===== src/sv/assert_macros.svh =====
// Concurrent assertion helpers, clocked on clk_i and disabled in reset.
`ifndef ASSERT_MACROS_SVH
`define ASSERT_MACROS_SVH

`define ASSERT_ALWAYS(lbl, cond, msg) \
  lbl: assert property (@(posedge clk_i) disable iff (!rst_ni) (cond)) else $error(msg);

`define ASSERT_NEXT(lbl, pre, post, msg) \
  lbl: assert property (@(posedge clk_i) disable iff (!rst_ni) (pre) |=> (post)) else $error(msg);

`endif


===== src/sv/sat_pkg.sv =====
`timescale 1ns / 1ps
package sat_pkg;

  localparam int DEPTH_DEF    = 32;
  localparam int VW_DEF       = 32;
  localparam int RESULT_LIMIT = 32;

  typedef enum logic [2:0] {
    OP_INSERT  = 3'd0,
    OP_REMOVE  = 3'd1,
    OP_SORT    = 3'd2,
    OP_SIDX    = 3'd3,
    OP_SETSORT = 3'd4,
    OP_CLEAR   = 3'd5,
    OP_READ    = 3'd6,
    OP_NONE    = 3'd7
  } op_e;

  typedef struct packed {
    op_e                operation;
    logic signed [31:0] value;
    logic               at_front;
    logic [4:0]         position;
    logic               sorted_mode;
  } in_t;

  typedef struct packed {
    logic               ok;
    logic signed [31:0] data;
    logic [4:0]         order_index;
    logic [5:0]         count;
    logic               is_sorted;
    logic               last;
  } out_t;

endpackage


===== src/sv/sortable_array_table.sv =====
`timescale 1ns / 1ps
// Bounded table of signed values with a sorted-mode flag, one operation per input transfer,
// one operation at a time. Entries live in a RAM with a registered read; a second RAM holds
// (index, value) pairs for the sorted-index permutation. Sorted or front insert and sorted
// remove shift the entries one by one; sort is a selection sort whose scan reads one entry
// per cycle through the single read port of the RAM that it sorts (the entry RAM, or the
// pair RAM for sorted index); sorted index copies the entries into the pair RAM before the
// sort and emits one result per entry after it, up to RESULT_LIMIT. A stalled output holds
// the sequencer.
module sortable_array_table #(
  parameter int DEPTH       = sat_pkg::DEPTH_DEF,
  parameter int VALUE_WIDTH = sat_pkg::VW_DEF
) (
  input  logic          clk_i,
  input  logic          rst_ni,
  input  logic          in_valid_i,
  output logic          in_stall_o,
  input  sat_pkg::in_t  in_data_i,
  output logic          out_valid_o,
  input  logic          out_stall_i,
  output sat_pkg::out_t out_data_o
);

  localparam int AW = $clog2(DEPTH);
  localparam int CW = $clog2(DEPTH + 1);
  localparam int VW = VALUE_WIDTH;

  typedef enum logic [3:0] {
    S_IDLE, S_DISP, S_INS_RD, S_INS_CMP, S_REM_RD, S_REM_WR, S_RD_W,
    S_SRT_I, S_SRT_IW, S_SRT_J, S_SRT_SW1, S_SRT_SW2,
    S_CPY, S_CPY_W, S_EM_RD, S_EM_OUT
  } state_e;
  localparam state_e S_FIN = S_IDLE;

  state_e          state_q, state_d;
  logic            fin_q, fin_d;
  sat_pkg::op_e    op_q, op_d;
  logic [VW-1:0]   val_q, val_d;
  logic            front_q, front_d;
  logic [4:0]      pos_q, pos_d;
  logic            mode_q, mode_d;
  logic [CW-1:0]   count_q, count_d;
  logic            sorted_q, sorted_d;
  logic [AW-1:0]   i_q, i_d, j_q, j_d, k_q, k_d;
  logic            tscr_q, tscr_d;
  logic [VW-1:0]   cur_v_q, cur_v_d, min_v_q, min_v_d;
  logic [AW-1:0]   cur_x_q, cur_x_d, min_x_q, min_x_d;
  logic            ok_q, ok_d;
  logic [31:0]     data_q, data_d;
  logic            out_valid_q, out_valid_d;
  sat_pkg::out_t   out_q, out_d;

  logic            e_we, e_re, s_we, s_re;
  logic [AW-1:0]   e_waddr, e_raddr, s_waddr, s_raddr;
  logic [VW-1:0]   e_wdata, e_rdata;
  logic [AW+VW-1:0] s_wdata, s_rdata;

  logic [VW-1:0]   rd_v;
  logic [AW-1:0]   rd_x;
  logic [63:0]     vin64, rd64;
  logic [31:0]     posw, n32, i32, j32, emit32, cnt32, x32;
  logic [AW-1:0]   pos_a, cnt_a;
  logic            pos_bad, out_free;

  sat_ram #(.DEPTH(DEPTH), .WIDTH(VW)) u_elem (
    .clk_i, .we_i(e_we), .waddr_i(e_waddr), .wdata_i(e_wdata),
    .re_i(e_re), .raddr_i(e_raddr), .rdata_o(e_rdata)
  );

  sat_ram #(.DEPTH(DEPTH), .WIDTH(AW + VW)) u_scr (
    .clk_i, .we_i(s_we), .waddr_i(s_waddr), .wdata_i(s_wdata),
    .re_i(s_re), .raddr_i(s_raddr), .rdata_o(s_rdata)
  );

  always_comb begin
    vin64    = 64'(in_data_i.value);
    rd_v     = tscr_q ? s_rdata[VW-1:0] : e_rdata;
    rd_x     = s_rdata[AW+VW-1:VW];
    rd64     = 64'($signed(rd_v));
    posw     = 32'(pos_q);
    pos_a    = posw[AW-1:0];
    n32      = 32'(count_q);
    cnt_a    = n32[AW-1:0];
    i32      = 32'(i_q);
    j32      = 32'(j_q);
    x32      = 32'(rd_x);
    emit32   = (n32 < sat_pkg::RESULT_LIMIT) ? n32 : sat_pkg::RESULT_LIMIT;
    pos_bad  = (posw >= n32) || (posw >= DEPTH);
    out_free = !out_valid_q || !out_stall_i;
  end

  always_comb begin
    state_d = state_q;   fin_d = fin_q;
    op_d = op_q;         val_d = val_q;     front_d = front_q;
    pos_d = pos_q;       mode_d = mode_q;
    count_d = count_q;   sorted_d = sorted_q;
    i_d = i_q;           j_d = j_q;         k_d = k_q;
    tscr_d = tscr_q;
    cur_v_d = cur_v_q;   cur_x_d = cur_x_q;
    min_v_d = min_v_q;   min_x_d = min_x_q;
    ok_d = ok_q;         data_d = data_q;
    out_valid_d = out_valid_q && out_stall_i;
    out_d = out_q;
    e_we = 1'b0; e_waddr = i_q; e_wdata = val_q; e_re = 1'b0; e_raddr = i_q;
    s_we = 1'b0; s_waddr = i_q; s_wdata = {cur_x_q, cur_v_q}; s_re = 1'b0; s_raddr = i_q;
    cnt32 = n32;

    case (state_q)
      S_IDLE: begin
        if (fin_q) begin
          if (out_free) begin
            cnt32 = n32;
            out_valid_d       = 1'b1;
            out_d.ok          = ok_q;
            out_d.data        = data_q;
            out_d.order_index = '0;
            out_d.count       = cnt32[5:0];
            out_d.is_sorted   = sorted_q;
            out_d.last        = 1'b1;
            fin_d             = 1'b0;
          end
        end else if (in_valid_i) begin
          op_d    = in_data_i.operation;
          val_d   = vin64[VW-1:0];
          front_d = in_data_i.at_front;
          pos_d   = in_data_i.position;
          mode_d  = in_data_i.sorted_mode;
          state_d = S_DISP;
        end
      end
      S_DISP: begin
        ok_d    = 1'b1;
        data_d  = '0;
        state_d = S_FIN;
        fin_d   = 1'b1;
        case (op_q)
          sat_pkg::OP_INSERT: begin
            if (n32 >= DEPTH) begin
              ok_d = 1'b0;
            end else if (sorted_q || front_q) begin
              i_d     = cnt_a;
              fin_d   = 1'b0;
              state_d = S_INS_RD;
            end else begin
              e_we    = 1'b1;
              e_waddr = cnt_a;
              count_d = count_q + CW'(1);
            end
          end
          sat_pkg::OP_REMOVE: begin
            if (pos_bad) begin
              ok_d = 1'b0;
            end else if (sorted_q) begin
              j_d     = pos_a;
              fin_d   = 1'b0;
              state_d = S_REM_RD;
            end else if (posw + 32'd1 != n32) begin
              e_re    = 1'b1;
              e_raddr = AW'(n32 - 32'd1);
              j_d     = pos_a;
              fin_d   = 1'b0;
              state_d = S_REM_WR;
            end else begin
              count_d = count_q - CW'(1);
            end
          end
          sat_pkg::OP_SORT: begin
            sorted_d = 1'b1;
            tscr_d   = 1'b0;
            i_d      = '0;
            fin_d    = 1'b0;
            state_d  = S_SRT_I;
          end
          sat_pkg::OP_SIDX: begin
            if (n32 == 32'd0) begin
              ok_d = 1'b0;
            end else begin
              i_d     = '0;
              fin_d   = 1'b0;
              state_d = S_CPY;
            end
          end
          sat_pkg::OP_SETSORT: sorted_d = mode_q;
          sat_pkg::OP_CLEAR: begin
            count_d  = '0;
            sorted_d = 1'b0;
          end
          sat_pkg::OP_READ: begin
            if (pos_bad) begin
              ok_d = 1'b0;
            end else begin
              e_re    = 1'b1;
              e_raddr = pos_a;
              tscr_d  = 1'b0;
              fin_d   = 1'b0;
              state_d = S_RD_W;
            end
          end
          default: ok_d = 1'b0;
        endcase
      end
      S_RD_W: begin
        data_d  = rd64[31:0];
        fin_d   = 1'b1;
        state_d = S_FIN;
      end
      S_INS_RD: begin
        if (i32 == 32'd0) begin
          e_we    = 1'b1;
          e_waddr = '0;
          count_d = count_q + CW'(1);
          fin_d   = 1'b1;
          state_d = S_FIN;
        end else begin
          e_re    = 1'b1;
          e_raddr = i_q - AW'(1);
          state_d = S_INS_CMP;
        end
      end
      S_INS_CMP: begin
        e_we    = 1'b1;
        e_waddr = i_q;
        if (!sorted_q || ($signed(val_q) < $signed(e_rdata))) begin
          e_wdata = e_rdata;
          i_d     = i_q - AW'(1);
          state_d = S_INS_RD;
        end else begin
          count_d = count_q + CW'(1);
          fin_d   = 1'b1;
          state_d = S_FIN;
        end
      end
      S_REM_RD: begin
        if (j32 + 32'd1 < n32) begin
          e_re    = 1'b1;
          e_raddr = j_q + AW'(1);
          state_d = S_REM_WR;
        end else begin
          count_d = count_q - CW'(1);
          fin_d   = 1'b1;
          state_d = S_FIN;
        end
      end
      S_REM_WR: begin
        e_we    = 1'b1;
        e_waddr = j_q;
        e_wdata = e_rdata;
        if (sorted_q) begin
          j_d     = j_q + AW'(1);
          state_d = S_REM_RD;
        end else begin
          count_d = count_q - CW'(1);
          fin_d   = 1'b1;
          state_d = S_FIN;
        end
      end
      S_CPY: begin
        if (i32 < n32) begin
          e_re    = 1'b1;
          e_raddr = i_q;
          state_d = S_CPY_W;
        end else begin
          i_d     = '0;
          tscr_d  = 1'b1;
          state_d = S_SRT_I;
        end
      end
      S_CPY_W: begin
        s_we    = 1'b1;
        s_waddr = i_q;
        s_wdata = {i_q, e_rdata};
        if (i32 + 32'd1 < n32) begin
          i_d     = i_q + AW'(1);
          state_d = S_CPY;
        end else begin
          i_d     = '0;
          tscr_d  = 1'b1;
          state_d = S_SRT_I;
        end
      end
      S_SRT_I: begin
        if (i32 + 32'd1 >= n32) begin
          if (tscr_q) begin
            i_d     = '0;
            state_d = S_EM_RD;
          end else begin
            fin_d   = 1'b1;
            state_d = S_FIN;
          end
        end else begin
          e_re    = !tscr_q;
          s_re    = tscr_q;
          e_raddr = i_q;
          s_raddr = i_q;
          state_d = S_SRT_IW;
        end
      end
      S_SRT_IW: begin
        cur_v_d = rd_v;
        cur_x_d = rd_x;
        min_v_d = rd_v;
        min_x_d = rd_x;
        k_d     = i_q;
        j_d     = i_q + AW'(1);
        e_re    = !tscr_q;
        s_re    = tscr_q;
        e_raddr = i_q + AW'(1);
        s_raddr = i_q + AW'(1);
        state_d = S_SRT_J;
      end
      S_SRT_J: begin
        if ($signed(rd_v) < $signed(min_v_q)) begin
          min_v_d = rd_v;
          min_x_d = rd_x;
          k_d     = j_q;
        end
        if (j32 + 32'd1 < n32) begin
          j_d     = j_q + AW'(1);
          e_re    = !tscr_q;
          s_re    = tscr_q;
          e_raddr = j_q + AW'(1);
          s_raddr = j_q + AW'(1);
        end else begin
          state_d = S_SRT_SW1;
        end
      end
      S_SRT_SW1: begin
        e_we    = !tscr_q;
        s_we    = tscr_q;
        e_waddr = i_q;
        s_waddr = i_q;
        e_wdata = min_v_q;
        s_wdata = {min_x_q, min_v_q};
        state_d = S_SRT_SW2;
      end
      S_SRT_SW2: begin
        e_we    = !tscr_q;
        s_we    = tscr_q;
        e_waddr = k_q;
        s_waddr = k_q;
        e_wdata = cur_v_q;
        s_wdata = {cur_x_q, cur_v_q};
        i_d     = i_q + AW'(1);
        state_d = S_SRT_I;
      end
      S_EM_RD: begin
        s_re    = 1'b1;
        s_raddr = i_q;
        state_d = S_EM_OUT;
      end
      S_EM_OUT: begin
        if (out_free) begin
          out_valid_d       = 1'b1;
          out_d.ok          = 1'b1;
          out_d.data        = rd64[31:0];
          out_d.order_index = x32[4:0];
          out_d.count       = cnt32[5:0];
          out_d.is_sorted   = sorted_q;
          out_d.last        = (i32 + 32'd1 == emit32);
          i_d               = i_q + AW'(1);
          state_d           = (i32 + 32'd1 == emit32) ? S_IDLE : S_EM_RD;
        end
      end
      default: state_d = S_IDLE;
    endcase
  end

  always_ff @(posedge clk_i or negedge rst_ni) begin
    if (!rst_ni) begin
      state_q     <= S_IDLE;
      fin_q       <= 1'b0;
      count_q     <= '0;
      sorted_q    <= 1'b0;
      out_valid_q <= 1'b0;
      tscr_q      <= 1'b0;
    end else begin
      state_q     <= state_d;
      fin_q       <= fin_d;
      count_q     <= count_d;
      sorted_q    <= sorted_d;
      out_valid_q <= out_valid_d;
      tscr_q      <= tscr_d;
    end
  end

  always_ff @(posedge clk_i) begin
    op_q    <= op_d;    val_q   <= val_d;   front_q <= front_d;
    pos_q   <= pos_d;   mode_q  <= mode_d;
    i_q     <= i_d;     j_q     <= j_d;     k_q     <= k_d;
    cur_v_q <= cur_v_d; cur_x_q <= cur_x_d;
    min_v_q <= min_v_d; min_x_q <= min_x_d;
    ok_q    <= ok_d;    data_q  <= data_d;
    out_q   <= out_d;
  end

  assign in_stall_o  = (state_q != S_IDLE) || fin_q;
  assign out_valid_o = out_valid_q;
  assign out_data_o  = out_q;

`include "assert_macros.svh"

  `ASSERT_ALWAYS(a_count_bound, 32'(count_q) <= DEPTH, "count exceeds depth")
  `ASSERT_NEXT(a_accept_disp, in_valid_i && !in_stall_o, state_q == S_DISP, "transfer not dispatched")
  `ASSERT_NEXT(a_out_hold, out_valid_q && out_stall_i, out_valid_q && $stable(out_q), "result lost under stall")
  `ASSERT_NEXT(a_fin_push, fin_q && state_q == S_IDLE && out_free, out_valid_q && out_q.last, "final result missing")

endmodule


===== src/sv/sat_ram.sv =====
`timescale 1ns / 1ps
module sat_ram #(
  parameter int DEPTH = sat_pkg::DEPTH_DEF,
  parameter int WIDTH = sat_pkg::VW_DEF
) (
  input  logic                     clk_i,
  input  logic                     we_i,
  input  logic [$clog2(DEPTH)-1:0] waddr_i,
  input  logic [WIDTH-1:0]         wdata_i,
  input  logic                     re_i,
  input  logic [$clog2(DEPTH)-1:0] raddr_i,
  output logic [WIDTH-1:0]         rdata_o
);

  logic [WIDTH-1:0] mem [DEPTH];
  logic [WIDTH-1:0] rdata_q;

  always_ff @(posedge clk_i) begin
    if (we_i) begin
      mem[waddr_i] <= wdata_i;
    end
    if (re_i) begin
      rdata_q <= mem[raddr_i];
    end
  end

  assign rdata_o = rdata_q;

endmodule


===== config.mk =====
export PLATFORM = sky130hd
export DESIGN_NAME = sortable_array_table
export DESIGN_NICKNAME = d
export VERILOG_FILES = /design/src/sv/sat_pkg.sv /design/src/sv/sortable_array_table.sv /design/src/sv/sat_ram.sv
export VERILOG_INCLUDE_DIRS = /design/src /design/src/sv
export SDC_FILE = /design/constraint.sdc
export NUM_CORES = 2
export LEC_CHECK = 0
export ABC_AREA = 0
export BUFFER_PORTS_ARGS = -buffer_cell sky130_fd_sc_hd__buf_2
export CORE_ASPECT_RATIO = 0.6
export CORE_MARGIN = 2
export CORE_UTILIZATION = 35
export CTS_BUF_LIST = sky130_fd_sc_hd__clkbuf_16
export DETAILED_ROUTE_END_ITERATION = 7
export PLACE_DENSITY = 0.53
export SETUP_SLACK_MARGIN = 0.5
export SLEW_MARGIN = 5
export SYNTH_ARGS = -nofsm -noshare
export SYNTH_HDL_FRONTEND = slang
export SYNTH_SLANG_ARGS = --single-unit

===== constraint.sdc =====
create_clock -name clk_i -period 6.2 [get_ports clk_i]
set_clock_uncertainty 0.2 [all_clocks]
set_input_delay 0.62 -clock clk_i [delete_from_list [all_inputs] [get_ports clk_i]]
set_output_delay 0.62 -clock clk_i [all_outputs]
set_load 0.02 [all_outputs]

==> results.yml <==
synth:
  synth_top_family_by_area: "multiplexers"
  synthAdderAreaFrac: 0.0112
  muxShareOfSynthArea: 0.0776
  synth_area_um2: 102000
  synthFlopType: "edfxtp_1"
  syn_inst: 6700
  syn_area_per_cell_um2: 15.2
  yosys.cell_types.count: 83
  synth.net_count: 6837
  yosys_warnings: 0
  synth-edff-count: 2487
  seq_area_frac_synth: 0.736
  yosys.area_share.simple: 0.0744
  ys_seq_elements: 2501
  async_flop_share: 0.00560
  synth-compound-area-share: 0.0769
  synth_xor_area_frac: 0.00163
clock_network:
  clock-root-buffer: "clkbuf_16"
  clk_pin_slew_worst_paths_ns: 0.06
  cts_inserted_buffers: 229
  htree_num_levels: 4
  cts_tree: "yes"
  cts_sinks: 2501
  clock_latency_ns: 0.91
  clk_path_buf_depth: 4
min_path:
  hp-class: "input pin to register"
placement:
  dp_hpwl_mm: 196
  gp_congestion: 0.894
  dp_cells: 10600
  port_buffers: 93
  dp_slack_ns: 0.566
  placed_area_um2: 109000
floorplanning:
  core.rowCount: 153
  die_y_um: 422
  start_util: 0.352
  ios: 94
  die_w_um: 701
  die_area_um2: 296000
  core_area_um2: 290000
global_routing:
  antenna_found_initial: 3
  overflow: 0
  first_global_vias: 57800
  grt_usage: 0.208
  grt_start_max_net_pins: 95
  grt_pass1_wl_mm: 442
power_and_ir_drop:
  intPower_w: 0.0418
  comb_power_share: 0.492
  powerDensity_nw_per_um2: 620
  switching_share: 0.423
  p_seq_frac: 0.320
  ir_worst_vdd_v: 0.000855
  p_clk_frac: 0.188
  power_switching_w: 0.0306
  power_leakage_nw: 40.0
cells_and_area:
  n_fill_cell: 26300
  layout.cells.non_filler: 11000
  final_area_um2: 117000
  fin_nets: 7097
  seq_area_um2: 75000
  mostFrequentLayoutCells: "edfxtp_1 (2487), nand2_1 (1026), mux2i_1 (608)"
  syn_to_final_growth_pct: 14.5
  final_common_cell: "edfxtp_1"
  layout-drive-gt1-share: 0.132
  multiInputGateArea_um2: 25500
route:
  ant_nets: 0
  vias: 61800
  wl_mm: 317
  wire_per_inst_um: 28.8
  firstDrtPassIters: 5
  drtIter0Drc: 8385
  drc: 0
  vias_per_cell: 5.61
job:
  cap_violations: 0
timing:
  final-hold-violation-count: 0
  period_share: 0.891
  tightest_slew_ns: 1.32
  timing.setup.tns_ns: 0
  drv_slew: 0
  rsz0062_at_grt: "false"
  setup_violations: 0
  period_needed_ns: 5.52
  fmax_mhz: 181
  slew_headroom: 0.117
  fin_ws_ns: 0.677
critical_path:
  critPathKind: "register to register"
  cp.arrival_ns: 5.94
  endpoint_kind: "register"
  required_ns: 6.62
  cp-start-kind: "register"
  crit_fanout: 32
status:
  outcome: "finished, final reports clean"
critical path, cell delays in order (launching register included):
cell	delay (ns)
edfxtp_1	0.59
inv_1	0.14
ha_1	0.33
a21o_1	0.20
a21o_1	0.18
a21o_1	0.21
a21o_1	0.19
a21o_1	0.17
a21oi_1	0.46
a211oi_1	0.17
buf_4	0.21
nor2_1	0.64
or2_2	0.70
buf_4	0.27
a221o_1	0.20
buf_4	0.34
stage by stage:
| step | util | power [W] | hold WS, ns |
|---|---|---|---|
| after floorplan | - | 0.0456 | 0.124 |
| after global placement | 0.377 | 0.0584 | 0.297 |
| after detailed placement | 0.377 | 0.0588 | 0.300 |
| after CTS | 0.403 | 0.0725 | 0.173 |
| after global routing | 0.403 | 0.0760 | 0.211 |
| final | 0.403 | 0.0725 | 0.231 |
registers in the layout, indices dropped and copies added, names as in the netlist, 6 cells and up:
register        flops
u_scr.mem        1184
u_elem.mem       1024
out_data_o         46
u_scr.rdata_o      37
cur_v_q            32
data_q             32
min_v_q            32
u_elem.rdata_o     32
val_q              32
count_q             6
path summary, 6_finish.rpt:
| check | start | end | slack (ns) | cells after the start |
|---|---|---|---|---|
| worst max-delay path | u_elem.rdata_o[25] | u_elem.mem[20][6] | 0.68 | 15 |
| min in group asynchronous | rst_ni | count_q[3] | 0.74 | 3 |
| worst max register to register | u_elem.rdata_o[25] | u_elem.mem[20][6] | 0.68 | 15 |
| max in group asynchronous | rst_ni | tscr_q | 4.49 | 3 |
| worst min register to register | ok_q | out_data_o[45] | 0.31 | 1 |
| worst min-delay path | in_data_i[20] | val_q[13] | 0.23 | 2 |
routing by layer:
metal	track usage	wire (um)	vias to the layer above
met3	0.0461	31700	334
met5	0.00161	65	-
li1	-	-	26500
met2	0.277	126000	2972
met4	0.0399	5780	2
met1	0.341	153000	31900
synth_stat cells, drive strengths merged (15+ instances only):
library cell	count	area, um^2
xnor2	15	131
a22oi	119	893
a2bb2oi	32	280
ha	91	1140
nor2	206	783
a221o	75	751
a21oi	158	798
edfxtp	2487	74700
a221oi	74	667
mux2i	608	6090
a31oi	126	801
and3	79	494
mux2	38	428
nand4	46	288
nor3	53	270
inv	123	462
a32oi	31	272
buf	153	855
nand2	1030	3870
a22o	35	307
o221ai	37	324
o21ai	154	774
nand3	285	1430
a311oi	78	683
mux4	62	1400
a21o	70	526
clkbuf	257	965
cell type report:
type                    count  share of cell area
inverters                 124             0.00399
well taps                3875              0.0415
flip-flops and latches   2501               0.643
multi-input cells        3665               0.218
clock buffers             230              0.0493
repair buffers            439              0.0341
diodes                      4           0.0000857
clock inverters           178              0.0103
power by group through the flow:
stage / clock [W] / sequential, W / combinational (W)
floorplan: 0 / 0.0232 / 0.0224
global placement: 0 / 0.0236 / 0.0349
detailed placement: 0 / 0.0236 / 0.0352
CTS: 0.0139 / 0.0232 / 0.0354
global route: 0.0145 / 0.0233 / 0.0382
finish: 0.0136 / 0.0232 / 0.0356
cell families (layout without fill, tap and decap cells):
| logic type | after synthesis | after routing |
|---|---|---|
| flip-flops | 2501 | 2501 |
| AND/OR/NAND/NOR | 1765 | 1765 |
| AO/OA/AOI/OAI | 1082 | 1082 |
| multiplexers | 708 | 708 |
| buffers and inverters | 534 | 971 |
| adder cells (fa/ha/maj) | 91 | 91 |
| XOR/XNOR | 19 | 19 |
| other | 0 | 4 |
timing repair:
action	CTS	global route
setup buffers	0	3
hold buffers	46	0
hold endpoints to repair	60	0
endpoints found under the setup margin	0	354
resized for setup	0	13
Power figures use the tool's default switching activity.
